$ cat src/design/tspf_pkg.sv
// ----------------------------------------------------------------------------
// Touch stroke point filter package
// Shared constants, register indexes and operation codes.
// ----------------------------------------------------------------------------
package tspf_pkg;

  localparam int DEF_SCREEN_COORD_BITS = 12;
  localparam int DEF_CANVAS_COORD_BITS = 10;

  // Register reset values.
  localparam int RST_CANVAS_W    = 60;
  localparam int RST_CANVAS_H    = 35;
  localparam int RST_DISPLAY_W   = 480;
  localparam int RST_DISPLAY_H   = 320;
  localparam int RST_MIN_DIST_SQ = 100;
  localparam int RST_MAX_DIST_SQ = 1600;

  localparam int CFG_IDX_W = 3;

  typedef enum logic [CFG_IDX_W-1:0] {
    REG_CANVAS_W    = 3'd0,
    REG_CANVAS_H    = 3'd1,
    REG_DISPLAY_W   = 3'd2,
    REG_DISPLAY_H   = 3'd3,
    REG_MIN_DIST_SQ = 3'd4,
    REG_MAX_DIST_SQ = 3'd5
  } cfg_reg_t;

  typedef enum logic {
    OP_POINT    = 1'b0,
    OP_NEW_LINE = 1'b1
  } op_t;

endpackage

$ cat src/design/tspf_if.sv
// ----------------------------------------------------------------------------
// Touch stroke point filter channels
// Valid/ready channels for touch items and emitted stroke points.
// ----------------------------------------------------------------------------
interface tspf_in_if #(
  parameter int SCREEN_COORD_BITS = 12
);
  logic                         valid;
  logic                         ready;
  logic                         operation;
  logic [SCREEN_COORD_BITS-1:0] touch_x;
  logic [SCREEN_COORD_BITS-1:0] touch_y;

  modport source (output valid, output operation, output touch_x, output touch_y,
                  input ready);
  modport sink   (input valid, input operation, input touch_x, input touch_y,
                  output ready);
endinterface

interface tspf_out_if #(
  parameter int SCREEN_COORD_BITS = 12,
  parameter int CANVAS_COORD_BITS = 10
);
  logic                         valid;
  logic                         ready;
  logic [CANVAS_COORD_BITS-1:0] plot_x;
  logic [CANVAS_COORD_BITS-1:0] plot_y;
  logic                         pen_up;
  logic                         draw_line;
  logic [SCREEN_COORD_BITS-1:0] line_from_x;
  logic [SCREEN_COORD_BITS-1:0] line_from_y;

  modport source (output valid, output plot_x, output plot_y, output pen_up,
                  output draw_line, output line_from_x, output line_from_y,
                  input ready);
  modport sink   (input valid, input plot_x, input plot_y, input pen_up,
                  input draw_line, input line_from_x, input line_from_y,
                  output ready);
endinterface

$ cat src/design/tspf_divider.sv
// ----------------------------------------------------------------------------
// Touch stroke point filter divider
// Restoring divider that yields one quotient bit per cycle.
// ----------------------------------------------------------------------------
module tspf_divider #(
  parameter int SB = 12,
  parameter int CB = 10
) (
  input  logic             clk,
  input  logic             rst_n,
  input  logic             start,
  input  logic [SB+CB-1:0] dividend,
  input  logic [SB-1:0]    divisor,
  output logic             done,
  output logic [CB-1:0]    quotient
);

  localparam int CNTW = $clog2(CB);

  // The caller guarantees dividend < divisor << CB, so the upper part already
  // sits below the divisor and only CB steps are needed.
  logic [SB-1:0]   rem_r;
  logic [CB-1:0]   quo_r;
  logic [CNTW-1:0] cnt_r;
  logic            busy_r;
  logic            done_r;

  logic [SB:0]     trial;
  logic [SB:0]     diff;
  logic            ge;

  assign trial = {rem_r, quo_r[CB-1]};
  assign ge    = trial >= {1'b0, divisor};
  assign diff  = trial - {1'b0, divisor};

  always_ff @(posedge clk) begin
    if (!rst_n) begin
      busy_r <= 1'b0;
      done_r <= 1'b0;
      cnt_r  <= '0;
    end else begin
      done_r <= 1'b0;
      if (start) begin
        rem_r  <= dividend[SB+CB-1:CB];
        quo_r  <= dividend[CB-1:0];
        cnt_r  <= '0;
        busy_r <= 1'b1;
      end else if (busy_r) begin
        rem_r <= ge ? diff[SB-1:0] : trial[SB-1:0];
        quo_r <= {quo_r[CB-2:0], ge};
        cnt_r <= cnt_r + 1'b1;
        if (cnt_r == CNTW'(CB - 1)) begin
          busy_r <= 1'b0;
          done_r <= 1'b1;
        end
      end
    end
  end

  assign done     = done_r;
  assign quotient = quo_r;

endmodule

$ cat src/design/touch_stroke_point_filter.sv
// ----------------------------------------------------------------------------
// Touch stroke point filter
// Maps touch points to canvas coordinates and thins them into pen moves.
// ----------------------------------------------------------------------------
//
//   Channel  Direction  Handshake           Carries
//   in_ch    input      valid/ready         operation, touch_x, touch_y
//   out_ch   output     valid/ready         canvas point, pen and segment info
//   cfg_*    input      write enable only   six configuration registers
//
// A touch point is mapped by the shared divider, which produces one quotient
// bit per cycle and is run once per axis, and by the single shared
// multiplier used for both products and both squares. A new-line item
// completes in its transfer cycle. Reset is synchronous and restores the
// register defaults and the stroke state. A stalled result holds the next
// point in its final step until the output register frees up; new items
// are taken only while the sequencer is idle.
//
module touch_stroke_point_filter
  import tspf_pkg::*;
#(
  parameter int SCREEN_COORD_BITS = DEF_SCREEN_COORD_BITS,
  parameter int CANVAS_COORD_BITS = DEF_CANVAS_COORD_BITS,
  localparam int DIST_W = 2 * CANVAS_COORD_BITS + 1,
  localparam int CFG_DW = (DIST_W > SCREEN_COORD_BITS) ? DIST_W : SCREEN_COORD_BITS
) (
  input  logic                 clk,
  input  logic                 rst_n,
  tspf_in_if.sink              in_ch,
  tspf_out_if.source           out_ch,
  input  logic                 cfg_we,
  input  logic [CFG_IDX_W-1:0] cfg_index,
  input  logic [CFG_DW-1:0]    cfg_data
);

  localparam int SB  = SCREEN_COORD_BITS;
  localparam int CB  = CANVAS_COORD_BITS;
  localparam int OPW = (SB > CB) ? SB : CB;
  localparam int PW  = OPW + CB;

  // Sequencer states, one-hot.
  typedef enum logic [7:0] {
    S_IDLE = 8'b0000_0001,
    S_MUL  = 8'b0000_0010,
    S_DIVS = 8'b0000_0100,
    S_DIVW = 8'b0000_1000,
    S_SQX  = 8'b0001_0000,
    S_SQY  = 8'b0010_0000,
    S_ADD  = 8'b0100_0000,
    S_EMIT = 8'b1000_0000
  } state_t;

  state_t state_r, state_nxt;

  // Configuration registers.
  logic [CB-1:0]     cw_r, ch_r;
  logic [SB-1:0]     dw_r, dh_r;
  logic [DIST_W-1:0] min_r, max_r;

  // Working registers of the current point.
  logic [SB-1:0]     dx_r, dy_r;
  logic              axis_r;       // 0 maps canvas x, 1 maps canvas y
  logic [PW-1:0]     prod_r;
  logic              clamp_r;
  logic              zero_r;
  logic [CB-1:0]     cx_r, cy_r;
  logic [DIST_W-1:0] acc_r;

  // Stroke state.
  logic [CB-1:0]     last_cx_r, last_cy_r;
  logic [SB-1:0]     last_sx_r, last_sy_r;
  logic              pending_r;

  // Result register.
  logic              out_valid_r;
  logic [CB-1:0]     out_cx_r, out_cy_r;
  logic              out_pen_up_r;
  logic              out_draw_r;
  logic [SB-1:0]     out_fx_r, out_fy_r;

  logic              in_xfer;
  logic              out_xfer;
  logic              out_free;
  logic              emit_now;

  logic [SB-1:0]     cur_coord;
  logic [CB-1:0]     cur_size;
  logic [SB-1:0]     cur_div;
  logic [CB-1:0]     adx, ady;
  logic [OPW-1:0]    mul_a;
  logic [CB-1:0]     mul_b;
  logic [PW-1:0]     mul_p;
  logic [CB-1:0]     map_val;

  logic              div_start;
  logic              div_done;
  logic [CB-1:0]     div_quot;

  logic              over_min;
  logic              over_max;
  logic              record;
  logic              draw_now;

  assign in_ch.ready = (state_r == S_IDLE);
  assign in_xfer     = in_ch.valid && in_ch.ready;
  assign out_xfer    = out_valid_r && out_ch.ready;
  assign out_free    = !out_valid_r || out_ch.ready;

  // Canvas x comes from the display y axis and canvas y from display x.
  assign cur_coord = axis_r ? dx_r : dy_r;
  assign cur_size  = axis_r ? ch_r : cw_r;
  assign cur_div   = axis_r ? dh_r : dw_r;

  assign adx = (cx_r >= last_cx_r) ? (cx_r - last_cx_r) : (last_cx_r - cx_r);
  assign ady = (cy_r >= last_cy_r) ? (cy_r - last_cy_r) : (last_cy_r - cy_r);

  // The one multiplier: coordinate times canvas size, then the two squares.
  always_comb begin
    mul_a = OPW'(cur_coord);
    mul_b = cur_size;
    if (state_r == S_SQX) begin
      mul_a = OPW'(adx);
      mul_b = adx;
    end else if (state_r == S_SQY) begin
      mul_a = OPW'(ady);
      mul_b = ady;
    end
  end

  assign mul_p = PW'(mul_a) * PW'(mul_b);

  // The quotient reaches the canvas size exactly when the coordinate reaches
  // the divisor, which also covers a zero divisor. Below that the quotient
  // is known to fit the canvas width, so the divider needs only CB steps.
  assign map_val = zero_r  ? '0 :
                   clamp_r ? (cur_size - 1'b1) : div_quot;

  assign div_start = (state_r == S_DIVS);

  tspf_divider #(
    .SB (SB),
    .CB (CB)
  ) u_div (
    .clk      (clk),
    .rst_n    (rst_n),
    .start    (div_start),
    .dividend (prod_r[SB+CB-1:0]),
    .divisor  (cur_div),
    .done     (div_done),
    .quotient (div_quot)
  );

  // Stroke decision. A line start is always taken with the pen up; later
  // points must clear the minimum distance, and a jump beyond the maximum
  // is made with the pen up as well.
  assign over_min = acc_r > min_r;
  assign over_max = acc_r > max_r;
  assign record   = pending_r || over_min;
  assign draw_now = !pending_r && over_min && !over_max;

  // The result register is loaded in the final step once it is free.
  assign emit_now = (state_r == S_EMIT) && record && out_free;

  always_comb begin
    state_nxt = state_r;
    unique case (state_r)
      S_IDLE: begin
        if (in_xfer && in_ch.operation == OP_POINT) state_nxt = S_MUL;
      end
      S_MUL:  state_nxt = S_DIVS;
      S_DIVS: state_nxt = S_DIVW;
      S_DIVW: begin
        if (div_done) state_nxt = axis_r ? S_SQX : S_MUL;
      end
      S_SQX:  state_nxt = S_SQY;
      S_SQY:  state_nxt = S_ADD;
      S_ADD:  state_nxt = S_EMIT;
      S_EMIT: begin
        if (!record || out_free) state_nxt = S_IDLE;
      end
      default: state_nxt = S_IDLE;
    endcase
  end

  always_ff @(posedge clk) begin
    if (!rst_n) begin
      state_r     <= S_IDLE;
      cw_r        <= CB'(RST_CANVAS_W);
      ch_r        <= CB'(RST_CANVAS_H);
      dw_r        <= SB'(RST_DISPLAY_W);
      dh_r        <= SB'(RST_DISPLAY_H);
      min_r       <= DIST_W'(RST_MIN_DIST_SQ);
      max_r       <= DIST_W'(RST_MAX_DIST_SQ);
      last_cx_r   <= '0;
      last_cy_r   <= '0;
      last_sx_r   <= '0;
      last_sy_r   <= '0;
      pending_r   <= 1'b1;
      out_valid_r <= 1'b0;
    end else begin
      state_r <= state_nxt;

      if (cfg_we) begin
        unique case (cfg_reg_t'(cfg_index))
          REG_CANVAS_W:    cw_r  <= cfg_data[CB-1:0];
          REG_CANVAS_H:    ch_r  <= cfg_data[CB-1:0];
          REG_DISPLAY_W:   dw_r  <= cfg_data[SB-1:0];
          REG_DISPLAY_H:   dh_r  <= cfg_data[SB-1:0];
          REG_MIN_DIST_SQ: min_r <= cfg_data[DIST_W-1:0];
          REG_MAX_DIST_SQ: max_r <= cfg_data[DIST_W-1:0];
          default: ;
        endcase
      end

      // A new result may replace one that leaves in the same cycle.
      if (emit_now) out_valid_r <= 1'b1;
      else if (out_xfer) out_valid_r <= 1'b0;

      unique case (state_r)
        S_IDLE: begin
          if (in_xfer) begin
            if (in_ch.operation == OP_NEW_LINE) begin
              pending_r <= 1'b1;
            end else begin
              dx_r   <= in_ch.touch_x;
              dy_r   <= in_ch.touch_y;
              axis_r <= 1'b0;
            end
          end
        end
        S_MUL: begin
          prod_r  <= mul_p;
          clamp_r <= cur_coord >= cur_div;
          zero_r  <= cur_size == '0;
        end
        S_DIVW: begin
          if (div_done) begin
            if (axis_r) cy_r <= map_val;
            else        cx_r <= map_val;
            axis_r <= 1'b1;
          end
        end
        S_SQX: begin
          prod_r <= mul_p;
        end
        S_SQY: begin
          prod_r <= mul_p;
          acc_r  <= DIST_W'(prod_r);
        end
        S_ADD: begin
          acc_r <= acc_r + DIST_W'(prod_r);
        end
        S_EMIT: begin
          // Every recorded point, pen up or down, leaves no line start pending.
          if (emit_now) begin
            out_cx_r     <= cx_r;
            out_cy_r     <= cy_r;
            out_pen_up_r <= !draw_now;
            out_draw_r   <= draw_now;
            out_fx_r     <= draw_now ? last_sx_r : '0;
            out_fy_r     <= draw_now ? last_sy_r : '0;
            last_cx_r    <= cx_r;
            last_cy_r    <= cy_r;
            last_sx_r    <= dx_r;
            last_sy_r    <= dy_r;
            pending_r    <= 1'b0;
          end
        end
        default: ;
      endcase
    end
  end

  assign out_ch.valid       = out_valid_r;
  assign out_ch.plot_x      = out_cx_r;
  assign out_ch.plot_y      = out_cy_r;
  assign out_ch.pen_up      = out_pen_up_r;
  assign out_ch.draw_line   = out_draw_r;
  assign out_ch.line_from_x = out_fx_r;
  assign out_ch.line_from_y = out_fy_r;

endmodule

$ cat src/flat_wrapper.sv
// flat-port wrapper written by rule: the top's interface ports become plain ports
module touch_stroke_point_filter_flat import tspf_pkg::*;
#(
  parameter int SCREEN_COORD_BITS = DEF_SCREEN_COORD_BITS,
  parameter int CANVAS_COORD_BITS = DEF_CANVAS_COORD_BITS,
  localparam int DIST_W = 2 * CANVAS_COORD_BITS + 1,
  localparam int CFG_DW = (DIST_W > SCREEN_COORD_BITS) ? DIST_W : SCREEN_COORD_BITS
)
  (clk, rst_n, cfg_we, cfg_index, cfg_data, in_ch_valid, in_ch_operation, in_ch_touch_x, in_ch_touch_y, in_ch_ready, out_ch_valid, out_ch_plot_x, out_ch_plot_y, out_ch_pen_up, out_ch_draw_line, out_ch_line_from_x, out_ch_line_from_y, out_ch_ready);
  tspf_in_if #(.SCREEN_COORD_BITS(SCREEN_COORD_BITS)) in_ch_i ();
  tspf_out_if #(.SCREEN_COORD_BITS(SCREEN_COORD_BITS), .CANVAS_COORD_BITS(CANVAS_COORD_BITS)) out_ch_i ();
  input  logic clk;
  input  logic rst_n;
  input  logic cfg_we;
  input  logic [CFG_IDX_W-1:0] cfg_index;
  input  logic [CFG_DW-1:0] cfg_data;
  input wire logic [$bits(in_ch_i.valid)-1:0] in_ch_valid;
  input wire logic [$bits(in_ch_i.operation)-1:0] in_ch_operation;
  input wire logic [$bits(in_ch_i.touch_x)-1:0] in_ch_touch_x;
  input wire logic [$bits(in_ch_i.touch_y)-1:0] in_ch_touch_y;
  output wire logic [$bits(in_ch_i.ready)-1:0] in_ch_ready;
  output wire logic [$bits(out_ch_i.valid)-1:0] out_ch_valid;
  output wire logic [$bits(out_ch_i.plot_x)-1:0] out_ch_plot_x;
  output wire logic [$bits(out_ch_i.plot_y)-1:0] out_ch_plot_y;
  output wire logic [$bits(out_ch_i.pen_up)-1:0] out_ch_pen_up;
  output wire logic [$bits(out_ch_i.draw_line)-1:0] out_ch_draw_line;
  output wire logic [$bits(out_ch_i.line_from_x)-1:0] out_ch_line_from_x;
  output wire logic [$bits(out_ch_i.line_from_y)-1:0] out_ch_line_from_y;
  input wire logic [$bits(out_ch_i.ready)-1:0] out_ch_ready;
  assign in_ch_i.valid = in_ch_valid;
  assign in_ch_i.operation = in_ch_operation;
  assign in_ch_i.touch_x = in_ch_touch_x;
  assign in_ch_i.touch_y = in_ch_touch_y;
  assign in_ch_ready = in_ch_i.ready;
  assign out_ch_valid = out_ch_i.valid;
  assign out_ch_plot_x = out_ch_i.plot_x;
  assign out_ch_plot_y = out_ch_i.plot_y;
  assign out_ch_pen_up = out_ch_i.pen_up;
  assign out_ch_draw_line = out_ch_i.draw_line;
  assign out_ch_line_from_x = out_ch_i.line_from_x;
  assign out_ch_line_from_y = out_ch_i.line_from_y;
  assign out_ch_i.ready = out_ch_ready;
  touch_stroke_point_filter #(.SCREEN_COORD_BITS(SCREEN_COORD_BITS), .CANVAS_COORD_BITS(CANVAS_COORD_BITS)) u_core (.clk(clk), .rst_n(rst_n), .in_ch(in_ch_i), .out_ch(out_ch_i), .cfg_we(cfg_we), .cfg_index(cfg_index), .cfg_data(cfg_data));
endmodule
$ cat config.mk
export PLATFORM = sky130hd
export DESIGN_NAME = touch_stroke_point_filter_flat
export DESIGN_NICKNAME = d
export VERILOG_FILES = /design/src/design/tspf_pkg.sv /design/src/design/tspf_if.sv /design/src/design/tspf_divider.sv /design/src/design/touch_stroke_point_filter.sv /design/src/flat_wrapper.sv
export SDC_FILE = /design/constraint.sdc
export NUM_CORES = 1
export LEC_CHECK = 0
export BUFFER_PORTS_ARGS = -buffer_cell sky130_fd_sc_hd__buf_2
export CAP_MARGIN = 20
export CELL_PAD_IN_SITES_DETAIL_PLACEMENT = 0
export CELL_PAD_IN_SITES_GLOBAL_PLACEMENT = 1
export CORE_MARGIN = 2
export CORE_UTILIZATION = 53
export DETAILED_ROUTE_END_ITERATION = 6
export HOLD_SLACK_MARGIN = 0.08
export PLACE_DENSITY_LB_ADDON = 0.15
export RECOVER_POWER = 25
export SETUP_SLACK_MARGIN = 0.05
export SLEW_MARGIN = 15
export SYNTH_ARGS = -nofsm -noshare
export SYNTH_HDL_FRONTEND = slang
export SYNTH_SLANG_ARGS = --single-unit
export TNS_END_PERCENT = 100
$ cat constraint.sdc
create_clock -name clk -period 19.7 [get_ports clk]
set_input_delay 4.925 -clock clk [delete_from_list [all_inputs] [get_ports clk]]
set_output_delay 4.925 -clock clk [all_outputs]
set_load 0.05 [all_outputs]
# Word-level counts from Yosys, hierarchy flattened
# Index checks and enable logic that the tools add are counted.
totals:
  register_bits: 304
  latch_bits: 0
  ramBits: 0
  romBits: 0
  in_bits: 54
  output_inout_bits: 48
  elab_cells: 152
  mem_count: 0
classes:
  n_addsub: 8
  multipliers: 1
  n_div: 0
  magnitude_cmp: 6
  n_eq_ne: 21
  shift: 0
  mux: 36
  bitwise: 4
  reduce_logical: 43
op_table:
  columns: ["operator", "n"]
  rows:
  - ["$mux W10", 9]
  - ["$mux W12", 7]
  - ["$pmux W8 S8", 1]
  - ["$gt A21 B21 Y1", 2]
  - ["$pmux W21 S2", 1]
  - ["$sub A10 B10 Y10", 4]
  - ["$mux W8", 3]
  - ["$mul A12 B10 Y22", 1]
  - ["$reduce_and A2 Y1", 11]
  - ["$add A21 B21 Y21", 1]
  - ["$ge A10 B10 Y1", 2]
  - ["$reduce_and A4 Y1", 4]
  - ["$ge A13 B12 Y1", 1]
  - ["$ge A12 B12 Y1", 1]
  - ["$mux W1", 12]
  - ["$ne A2 B2 Y1 const B", 6]
  - ["$sub A12 B12 Y12", 1]
  - ["$logic_not A10 Y1", 1]
  - ["$reduce_bool A2 Y1", 5]
  - ["$sub A10 B1 Y10 const B", 1]
  - ["$eq A8 B1 Y1 const B", 1]
  - ["$eq A8 B2 Y1 const B", 1]
  - ["$eq A8 B3 Y1 const B", 1]
  - ["$eq A8 B4 Y1 const B", 1]
  - ["21 further kinds", 41]

# Longest topological paths before layout
# Gate-level depths: netlist of run 1.
depth:
  ltp_word: 6
  depth_mapped: 35
  depth_no_buf: 33

# By module
# A second synthesis of run 1 with hierarchy kept.
hier_totals:
  hier_cells: 2150
  area_unflattened_um2: 20233.2
by_module_without_submodules:
  columns: ["module", "instances", "cells_each", "area_each_um2", "seq_area_each_um2"]
  rows:
  - ["touch_stroke_point_filter", 1, 1959, 18265.0, 6886.6]
  - ["tspf_divider", 1, 191, 1968.1, 780.7]

# Least setup slack after synthesis of run 1
# OpenSTA, ideal clock, no wires.
synth_timing:
  path_type: "input port to flip-flop"
  startpoint: "input rst_n"
  endpoint: "register u_core.out_draw_r, in the netlist u_core.out_ch.draw_line, enable pin"
  setup_ps: 507
  arrival_ps: 8631
  t_required_ps: 19193
  slack_ps: 10563
  stages: 4
  n_path_buf: 2
  path_cell_list: "clkbuf_1 inv_1 clkbuf_1 nor3_1"
synth_via:
  elab_chain_len: 1
synth_rtl:
  columns: ["element", "line_no", "source"]
  rows:
  - ["start: declaration", "flat_wrapper.sv:13", "input logic rst_n;"]
  - ["$reduce_and A3 Y1 (no line)", null, null]
  - ["end signal: assignment", "touch_stroke_point_filter.sv:259", "out_draw_r <= draw_now;"]
  - ["end: declaration", "touch_stroke_point_filter.sv:78", "logic out_draw_r;"]
# Every way passes these cells.
# A chain may end at the register's enable or synchronous reset.

# Worst setup path in the final report of run 1
layout_timing:
  startpoint: "register u_core.axis_r"
  endpoint: "register u_core.prod_r[20], data pin"
layout_via:
  elab_chain_len: 4
  elab_cells_between_ends: 7
  classes_between: "1 x mul; 6 x mux"
layout_rtl:
  columns: ["element", "line_no", "source"]
  rows:
  - ["start: declaration", "touch_stroke_point_filter.sv:62", "logic axis_r;"]
  - ["start signal: assignment", "touch_stroke_point_filter.sv:227", "axis_r <= 1'b0;"]
  - ["start signal: assignment", "touch_stroke_point_filter.sv:240", "axis_r <= 1'b1;"]
  - ["$mux W12 / $mux W10 (equally long branches)", "touch_stroke_point_filter.sv:110, touch_stroke_point_filter.sv:111", null]
  - ["$mux W12 / $mux W10 (equally long branches)", "touch_stroke_point_filter.sv:124", "end else if (state_r == S_SQY) begin"]
  - ["$mux W12 / $mux W10 (equally long branches)", "touch_stroke_point_filter.sv:121", "if (state_r == S_SQX) begin"]
  - ["$mul A12 B10 Y22 (*)", "touch_stroke_point_filter.sv:130", "assign mul_p = PW'(mul_a) * PW'(mul_b);"]
  - ["via u_core.mul_p[20]", "touch_stroke_point_filter.sv:92", "logic [PW-1:0] mul_p;"]
  - ["end signal: assignment", "touch_stroke_point_filter.sv:232", "prod_r <= mul_p;"]
  - ["end signal: assignment", "touch_stroke_point_filter.sv:244", "prod_r <= mul_p;"]
  - ["end signal: assignment", "touch_stroke_point_filter.sv:247", "prod_r <= mul_p;"]
  - ["end: declaration", "touch_stroke_point_filter.sv:63", "logic [PW-1:0] prod_r;"]
# Mark *: on every way through the listed nets, which the timed path passes. The rest lies on a longest branch.

==> results of run 1 <==
[cell usage in the layout (no fill, tap or decap), types with 7 or more instances in the layout]
master / count
a21boi_0: 7
and3_1: 11
ha_1: 184
mux2_2: 17
edfxtp_1: 158
and2_1: 14
nand3b_1: 8
buf_4: 16
nor2_1: 214
clkbuf_16: 35
a21oi_1: 169
mux2i_1: 73
xnor2_1: 39
dfxtp_1: 146
nor3_1: 22
o21ai_0: 74
a21o_1: 42
and2_0: 25
nand3_1: 37
buf_2: 101
xor2_1: 28
fa_1: 84
o21a_1: 14
a211oi_1: 13
inv_1: 197
nand2_1: 329
nand4_1: 15
clkbuf_1: 14
nor2b_1: 22
o211ai_1: 15
nand2b_1: 30
or3_1: 8
[report_power, final]
part	leakage [µW]	total, µW	switching (µW)	internal [µW]
clock	0.000524	619	268	352
sequential	0.00262	710	9.82	700
combinational	0.00629	526	318	208
[worst max-delay path, stage by stage, from the launching register on]
cell and delay, ns:
edfxtp_1 0.47, clkbuf_1 1.68, mux2i_1 0.71, a21boi_0 0.16, o21ai_0 0.99, nand2b_1 0.24, fa_1 0.47, fa_1 0.58
inv_1 0.06, fa_1 0.50, fa_1 0.56, inv_1 0.06, fa_1 0.54, inv_1 0.05, ha_1 0.34, a21o_1 0.17
a21oi_1 0.21, o21bai_1 0.14, a31o_2 0.29, a21oi_1 0.17, a21oi_1 0.13, a21o_1 0.20, a21oi_1 0.16, xnor2_1 0.08
[metrics by stage]
step	cell area (µm²)	instances
floorplan	20000	2152
global route	22100	2773
CTS	22100	2772
detailed placement	21000	2709
finish	22100	2774
global placement	21000	2709
[registers in the layout, indices dropped and copies added, names as in the netlist, 21 cells and up]
signal	cells
u_core.min_r	21
u_core.prod_r	22
u_core.max_r	21
u_core.acc_r	21
[area by class of cell]
class | instances | share of cell area, %
multi-input combinational | 1577 | 51.2
inverter | 198 | 3.37
clock buffer | 51 | 4.47
timing repair buffer | 120 | 2.89
tap | 511 | 2.90
antenna | 1 | 0.0113
sequential | 304 | 34.8
clock inverter | 12 | 0.408
[kinds of logic after synthesis]
logic type	Yosys count
simple gates	761
compound gates	390
fa+ha+maj	268
xor+xnor	68
buf+inv	271
mux	90
flops	304
[worst max-delay path by stage]
stage                                                    to                      from  cells past startpoint  slack (ns)
after detailed placement        u_core.prod_r[20]$_DFFE_PP_  u_core.cx_r[5]$_DFFE_PP_                     28       11.06
after global routing            u_core.prod_r[20]$_DFFE_PP_   u_core.axis_r$_DFFE_PP_                     23        9.92
after global placement          u_core.prod_r[20]$_DFFE_PP_  u_core.cx_r[5]$_DFFE_PP_                     28       11.17
after CTS                       u_core.prod_r[20]$_DFFE_PP_  u_core.cx_r[5]$_DFFE_PP_                     28       11.01
final                           u_core.prod_r[20]$_DFFE_PP_   u_core.axis_r$_DFFE_PP_                     23       10.43
after floorplan           u_core.out_ch.draw_line$_DFFE_PP_                     rst_n                      4       10.56
[per-layer routing]
metal / share of wire (%) / global-route usage [%] / vias up
met5: 0 / 0 / -
met4: 2.7 / 8.97 / 0
met3: 5.7 / 4.36 / 79
met2: 46 / 45.3 / 426
met1: 45 / 38.8 / 7402
li1: - / - / 7480
==> results.sh, run 1 <==
export IMPL_clk_latency_ns=0.56
export IMPL_cts_sinks=304
export IMPL_setup_ws_ns=10.43
export IMPL_fin_total_pwr_uw=1860
export IMPL_powerDensity_nw_per_um2=84.1
export IMPL_cts_setup_buffers=0
export IMPL_grt_usage_pct=28.1
export IMPL_num_vias=15400
export IMPL_synthTopCellsByCount="nand2_1, nor2_1, inv_1, ha_1, a21oi_1"
export IMPL_first_iter_violations=1003
export IMPL_synth_top_area_cell="edfxtp_1"
export IMPL_synth_most_common_cell="nand2_1"
export IMPL_route_detailed_drc=0
export IMPL_vdd_drop_max_uv=107
export IMPL_start_util_pct=53.4
export IMPL_critical_path_class="reg -> reg"
export IMPL_cts_tree="built"
export IMPL_hold_depth=2
export IMPL_finalSetupTns_ns=0
export IMPL_async_flop_share_pct=0
export IMPL_synth_top_cell_area_share_pct=23.8
export IMPL_synthTopCellsByArea="edfxtp_1, dfxtp_1, ha_1"
export IMPL_wl_per_cell_um=19.2
export IMPL_io_buffers=101
export IMPL_max_freq_mhz=108
export IMPL_min_from="u_core.dh_r[11]$_SDFFE_PN0P_"
export IMPL_synth_compound_area_share_pct=11.9
export IMPL_multiInputGateArea_um2=11300
export IMPL_yosys_area_share_simple_pct=16.9
export IMPL_wl_mm=53.3
export IMPL_drv_cap=4
export IMPL_worstPathRequired_ns=19.99
export IMPL_final_hold_viol_count=0
export IMPL_r2r_end="u_core.prod_r[20]$_DFFE_PP_"
export IMPL_synth_xor_area_share_pct=3.02
export IMPL_synthesis_nets=2474
export IMPL_clk_path_buf_depth=3
export IMPL_tightest_slew_ns=2.96
export IMPL_synth_adder_area_share_pct=19.9
export IMPL_cts_resized=0
export IMPL_arrival_ns=9.55
export IMPL_grt_pass1_wl_mm=84.2
export IMPL_syn_area_per_cell_um2=9.28
export IMPL_place_congestion=0.963
export IMPL_syn_area_um2=20000
export IMPL_timing_rr_start="u_core.axis_r$_DFFE_PP_"
export IMPL_grt_overflow_total=0
export IMPL_detailed_place_hpwl_mm=40.8
export IMPL_hold_path_end="u_core.dh_r[11]$_SDFFE_PN0P_"
export IMPL_chipHeight_um=198
export IMPL_endpoint_kind="register"
export IMPL_synth_mux_area_share_pct=4.62
export IMPL_cts_reportedPaths_clkPinSlew_ns=0.06
export IMPL_finClkSkew_ns=0.0232
export IMPL_synth_edf_count=158
export IMPL_r2r_cells=23
export IMPL_status="finished, violations left"
export IMPL_reg2reg_slack_ns=10.43
export IMPL_io_pins=102
export IMPL_grt_start_max_net_pins=66
export IMPL_die_w_um=198
export IMPL_path_max_fanout=32
export IMPL_antenna_found_initial=0
export IMPL_min_period_ns=9.27
export IMPL_maxSlewHeadroom_pct=-98.4
export IMPL_synth_top_family_by_area="adder cells"
export IMPL_nFillCells=3352
export IMPL_cts_hold_buf=0
export IMPL_leakagePower_uw=0.00943
export IMPL_synth_cells=2152
export IMPL_rsz0062_at_grt="no"
export IMPL_vias_per_cell=5.55
export IMPL_ys_seq_area_share_pct=38.4
export IMPL_synthDistinctLibCells=69
export IMPL_slew_viol_final=139
export IMPL_final_util_pct=59.0
export IMPL_yosysWarnings=0
export IMPL_numCtsBuffers=35
export IMPL_core_area_um2=37400
export IMPL_seq_area_um2=7670
export IMPL_rows=71
export IMPL_setup_viol=0
export IMPL_violations="max-capacitance violations, max-slew violations"
export IMPL_post_place_ws_ns=11.06
export IMPL_hp_class="reg -> reg"
export IMPL_layout_worst_path_cycle_share_pct=47.0
export IMPL_fin_hold_ws_ns=0.453
export IMPL_grt_pass1_vias=15000
export IMPL_crit_path_start_kind="register"
export IMPL_areaGrowthSynthToFinish_pct=10.5
export IMPL_finalNetCount=2558
export IMPL_ant_nets=0
export IMPL_synth_seq_cells=304
export IMPL_cts_htree_levels=2
export IMPL_die_area_um2=39300
export IMPL_cts_root_buf="clkbuf_16"
export IMPL_synthFlopType="edfxtp_1"
export IMPL_drive_gt1_share_pct=9.11
export IMPL_dr_pass1_iters=5
(Power assumes the default switching activity.)
==> run 2, diff against run 1 <==
- CORE_UTILIZATION: 53 -> 49
- clock period: 19.7 -> 9.6 ns (I/O delays scaled with it)
==> results.sh, run 2 (same netlist as run 1, synthesis figures left out) <==
export IMPL_critical_path_class="reg -> reg"
export IMPL_largest_register_ffs=22
export IMPL_detailed_place_hpwl_mm=40.6
export IMPL_cts_resized=0
export IMPL_num_vias=15400
export IMPL_rsz0062_at_grt="no"
export IMPL_grt_pass1_wl_mm=85.6
export IMPL_critPathTopFamily="adder cells"
export IMPL_vdd_drop_max_uv=125
export IMPL_rows=73
export IMPL_finalSetupTns_ns=0
export IMPL_antenna_found_initial=0
export IMPL_finClkSkew_ns=0.0205
export IMPL_grt_pass1_vias=15100
export IMPL_die_w_um=206
export IMPL_core_area_um2=40000
export IMPL_ant_nets=0
export IMPL_violations="max-capacitance violations, max-slew violations"
export IMPL_wl_per_cell_um=19.2
export IMPL_chipHeight_um=206
export IMPL_layout_worst_path_cycle_share_pct=88.6
export IMPL_placed_area_um2=21100
export IMPL_io_buffers=101
export IMPL_numCtsBuffers=35
export IMPL_cts_hold_buf=0
export IMPL_cts_tree="built"
export IMPL_arrival_ns=8.79
export IMPL_grt_start_max_net_pins=80
export IMPL_tightest_slew_ns=1.87
export IMPL_max_stage_delay_ns=0.58
export IMPL_setup_viol=0
export IMPL_min_period_ns=8.51
export IMPL_leakagePower_uw=0.00950
export IMPL_clk_path_buf_depth=3
export IMPL_cts_root_buf="clkbuf_16"
export IMPL_final_common_cell="nand2_1"
export IMPL_grt_usage_pct=26.3
export IMPL_final_hold_viol_count=0
export IMPL_cp_num_buf_inv=3
export IMPL_final_util_pct=55.5
export IMPL_path_max_fanout=11
export IMPL_cts_htree_levels=2
export IMPL_maxSlewHeadroom_pct=-24.8
export IMPL_slew_viol_final=79
export IMPL_status="finished, violations left"
export IMPL_route_detailed_drc=0
export IMPL_cts_setup_buffers=0
export IMPL_nFillCells=3663
export IMPL_layout_common_cells="nand2_1, nor2_1, inv_1"
export IMPL_wl_mm=53.6
export IMPL_cpMostUsedCell="fa_1"
export IMPL_cts_sinks=304
export IMPL_drive_gt1_share_pct=9.26
export IMPL_final_area_um2=22200
export IMPL_diodes=0
export IMPL_worstPathRequired_ns=9.89
export IMPL_hp_class="reg -> reg"
export IMPL_dr_pass1_iters=5
export IMPL_die_area_um2=42400
export IMPL_powerDensity_nw_per_um2=177
export IMPL_first_iter_violations=1216
export IMPL_crit_path_start_kind="register"
export IMPL_top_register="u_core.prod_r"
export IMPL_areaGrowthSynthToFinish_pct=11.2
export IMPL_crit_slowest_cell="a21oi_2"
export IMPL_cts_reportedPaths_clkPinSlew_ns=0.06
export IMPL_vias_per_cell=5.52
export IMPL_drv_cap=2
export IMPL_finalNetCount=2564
export IMPL_start_util_pct=49.9
export IMPL_io_pins=102
export IMPL_endpoint_kind="register"
export IMPL_place_congestion=0.897
export IMPL_grt_overflow_total=0
export IMPL_clk_latency_ns=0.55
export IMPL_max_freq_mhz=118
==> run 2: cell count changes in the layout (fill, tap and decap cells not counted), sizes merged <==
cell      delta
inv          -2
buf          -4
clkinvlp     -1
diode        -1
bufinv       +3
clkinv       +3
clkbuf       +8
==> run 2: report_power, final <==
part           switching [µW]  leakage [µW]  internal (µW)
sequential               19.7       0.00262           1440
clock                     552      0.000588            827
combinational             665       0.00630            433
==> run 2: path summary, 6_finish.rpt <==
kind | end | slack (ns) | depth (start not counted) | startpoint
min reg2reg | u_core.dh_r[9]$_SDFFE_PN0P_ | 0.45 | 2 | u_core.dh_r[9]$_SDFFE_PN0P_
max reg2reg | u_core.prod_r[20]$_DFFE_PP_ | 1.09 | 28 | u_core.cy_r[3]$_DFFE_PP_
max | u_core.prod_r[20]$_DFFE_PP_ | 1.09 | 28 | u_core.cy_r[3]$_DFFE_PP_
min | u_core.dh_r[9]$_SDFFE_PN0P_ | 0.45 | 2 | u_core.dh_r[9]$_SDFFE_PN0P_
==> run 2: cell type report <==
type	instances	area [µm²]	share of cell area (%)
multi-input combinational	1577	11300	50.8
sequential	304	7670	34.5
clock buffer	49	1020	4.60
inverter	198	744	3.35
timing repair buffer	126	664	2.99
tap	525	657	2.96
clock inverter	15	163	0.733
==> run 2: tightest hold or removal path, cell delays in order (launching register included) <==
cell	delay, ns
dfxtp_1	0.31
nand2_1	0.05
a21oi_1	0.05
==> run 2: layer usage <==
metal	share of wire, %	wire length, µm	vias to the layer above	track usage, %
li1	-	-	7488	-
met1	46	24800	7497	37.0
met2	46	24800	383	42.6
met3	5.0	2670	68	3.11
met4	2.3	1230	0	7.47
met5	0	0	-	0
==> run 2: through the flow <==
step / hold WS, ns / total power (µW) / std cells / setup slack (ns)
floorplan: 0.433 / 2260 / 2152 / 2.10
global placement: 0.441 / 2570 / 2728 / 1.10
detailed placement: 0.447 / 2590 / 2729 / 1.17
CTS: 0.455 / 3980 / 2793 / 1.11
global route: 0.470 / 4170 / 2794 / 0.421
finish: 0.452 / 3930 / 2794 / 1.09
==> run 3, diff against run 2 <==
- MAX_ROUTING_LAYER: not set -> met4
==> results.sh, run 3 (same netlist as run 1, synthesis figures left out) <==
export IMPL_status="finished, violations left"
export IMPL_violations="max-capacitance violations, max-slew violations"
export IMPL_antenna_found_initial=0
export IMPL_arrival_ns=8.82
export IMPL_grt_overflow_total=0
export IMPL_finClkSkew_ns=0.0238
export IMPL_vias_per_cell=5.51
export IMPL_critical_path_class="reg -> reg"
export IMPL_clk_latency_ns=0.56
export IMPL_grt_pass1_wl_mm=84.9
export IMPL_grt_pass1_vias=15000
export IMPL_rsz0062_at_grt="no"
export IMPL_cts_root_buf="clkbuf_16"
export IMPL_cp_num_buf_inv=6
export IMPL_areaGrowthSynthToFinish_pct=11.1
export IMPL_vdd_drop_max_uv=121
export IMPL_drive_gt1_share_pct=9.30
export IMPL_route_detailed_drc=0
export IMPL_endpoint_kind="register"
export IMPL_setup_viol=0
export IMPL_crit_path_start="u_core.cx_r[0]$_DFFE_PP_"
export IMPL_layout_common_cells="nand2_1, nor2_1, inv_1"
export IMPL_chipHeight_um=206
export IMPL_r2r_end="u_core.prod_r[20]$_DFFE_PP_"
export IMPL_placed_area_um2=21000
export IMPL_grt_start_max_net_pins=76
export IMPL_clk_path_buf_depth=3
export IMPL_die_area_um2=42400
export IMPL_final_util_pct=55.5
export IMPL_max_freq_mhz=117
export IMPL_cts_tree="built"
export IMPL_crit_path_start_kind="register"
export IMPL_post_place_ws_ns=1.01
export IMPL_cts_hold_buf=0
export IMPL_ant_nets=0
export IMPL_diodes=0
export IMPL_dr_pass1_iters=5
export IMPL_wl_per_cell_um=19.4
export IMPL_seq_area_um2=7670
export IMPL_drv_cap=3
export IMPL_slew_viol_final=106
export IMPL_maxSlewHeadroom_pct=-97.5
export IMPL_setup_ws_ns=1.07
export IMPL_max_stage_delay_ns=0.71
export IMPL_reg2reg_slack_ns=1.07
export IMPL_cts_resized=0
export IMPL_num_vias=15400
export IMPL_finalNetCount=2564
export IMPL_cts_htree_levels=2
export IMPL_grt_usage_pct=27.0
export IMPL_first_iter_violations=1086
export IMPL_hp_class="reg -> reg"
export IMPL_cts_reportedPaths_clkPinSlew_ns=0.06
export IMPL_min_period_ns=8.53
export IMPL_place_congestion=0.920
export IMPL_r2r_cells=32
export IMPL_tightest_slew_ns=2.95
export IMPL_detailed_place_hpwl_mm=41.4
export IMPL_path_max_fanout=9
export IMPL_cts_sinks=304
export IMPL_crit_cells=32
export IMPL_rows=73
export IMPL_io_buffers=101
export IMPL_io_pins=102
export IMPL_leakagePower_uw=0.00950
export IMPL_layout_worst_path_cycle_share_pct=88.8
export IMPL_worstPathRequired_ns=9.89
export IMPL_powerDensity_nw_per_um2=176
export IMPL_setup_worst_path_end="u_core.prod_r[20]$_DFFE_PP_"
export IMPL_core_area_um2=40000
export IMPL_largest_register_ffs=22
export IMPL_timing_rr_start="u_core.cx_r[0]$_DFFE_PP_"
export IMPL_final_common_cell="nand2_1"
export IMPL_wl_mm=54.2
export IMPL_crit_slowest_cell="a221oi_1"
export IMPL_start_util_pct=49.9
export IMPL_multiInputGateArea_um2=11300
export IMPL_cts_setup_buffers=0
export IMPL_finalSetupTns_ns=0
export IMPL_nFillCells=3620
export IMPL_die_w_um=206
export IMPL_final_area_um2=22200
export IMPL_critPathTopFamily="adder cells"
export IMPL_numCtsBuffers=36
export IMPL_final_hold_viol_count=0
export IMPL_top_register="u_core.prod_r"
[run 3: cell count changes in the layout (fill, tap and decap cells not counted), moves of 2 or more]
cell      delta
clkinv_4     +2
clkinv_2     -4
and2_1       +8
and2_0       -8
clkbuf_1     -2
[run 3: final cells by class]
cell class / instances / area share, %
multi-input cells: 1577 / 50.9
flip-flops and latches: 304 / 34.6
clock buffers: 48 / 4.49
inverters: 198 / 3.36
repair buffers: 125 / 2.98
well taps: 525 / 2.96
clock inverters: 16 / 0.778
[run 3: how the worst min path moves through the flow]
stage                                       start                             to  slack (ns)  cells past startpoint
floorplan             u_core.dh_r[0]$_SDFFE_PN0P_    u_core.dh_r[0]$_SDFFE_PN0P_        0.43                      2
global placement      u_core.dw_r[0]$_SDFFE_PN0P_    u_core.dw_r[0]$_SDFFE_PN0P_        0.44                      2
detailed placement    u_core.cw_r[7]$_SDFFE_PN0P_    u_core.cw_r[7]$_SDFFE_PN0P_        0.45                      2
CTS                   u_core.cw_r[7]$_SDFFE_PN0P_    u_core.cw_r[7]$_SDFFE_PN0P_        0.45                      2
global route        u_core.max_r[17]$_SDFFE_PN0P_  u_core.max_r[17]$_SDFFE_PN0P_        0.47                      2
finish                u_core.dw_r[3]$_SDFFE_PN0P_    u_core.dw_r[3]$_SDFFE_PN0P_        0.45                      2
[run 3: power by group]
part	switching (µW)	internal (µW)
clock	569	793
sequential	21.6	1440
combinational	665	429
[run 3: per-stage QoR]
stage / std cells / hold slack, ns / power (µW)
finish: 2793 / 0.452 / 3910
floorplan: 2152 / 0.433 / 2260
global route: 2793 / 0.472 / 4140
global placement: 2728 / 0.440 / 2570
detailed placement: 2728 / 0.446 / 2590
CTS: 2792 / 0.454 / 3960
[run 3: tightest hold or removal path: stages, from the launching register on]
cell     delay, ns
dfxtp_1       0.30
nand2_1       0.05
a21oi_1       0.05
[run 3: layer usage]
layer / routed length (µm) / up-vias / track usage, %
met4: 1840 / 0 / 9.34
met3: 3030 / 98 / 3.94
met1: 24900 / 7399 / 36.2
li1: - / 7488 / -
met2: 24400 / 416 / 41.9
met5: 0 / - / -
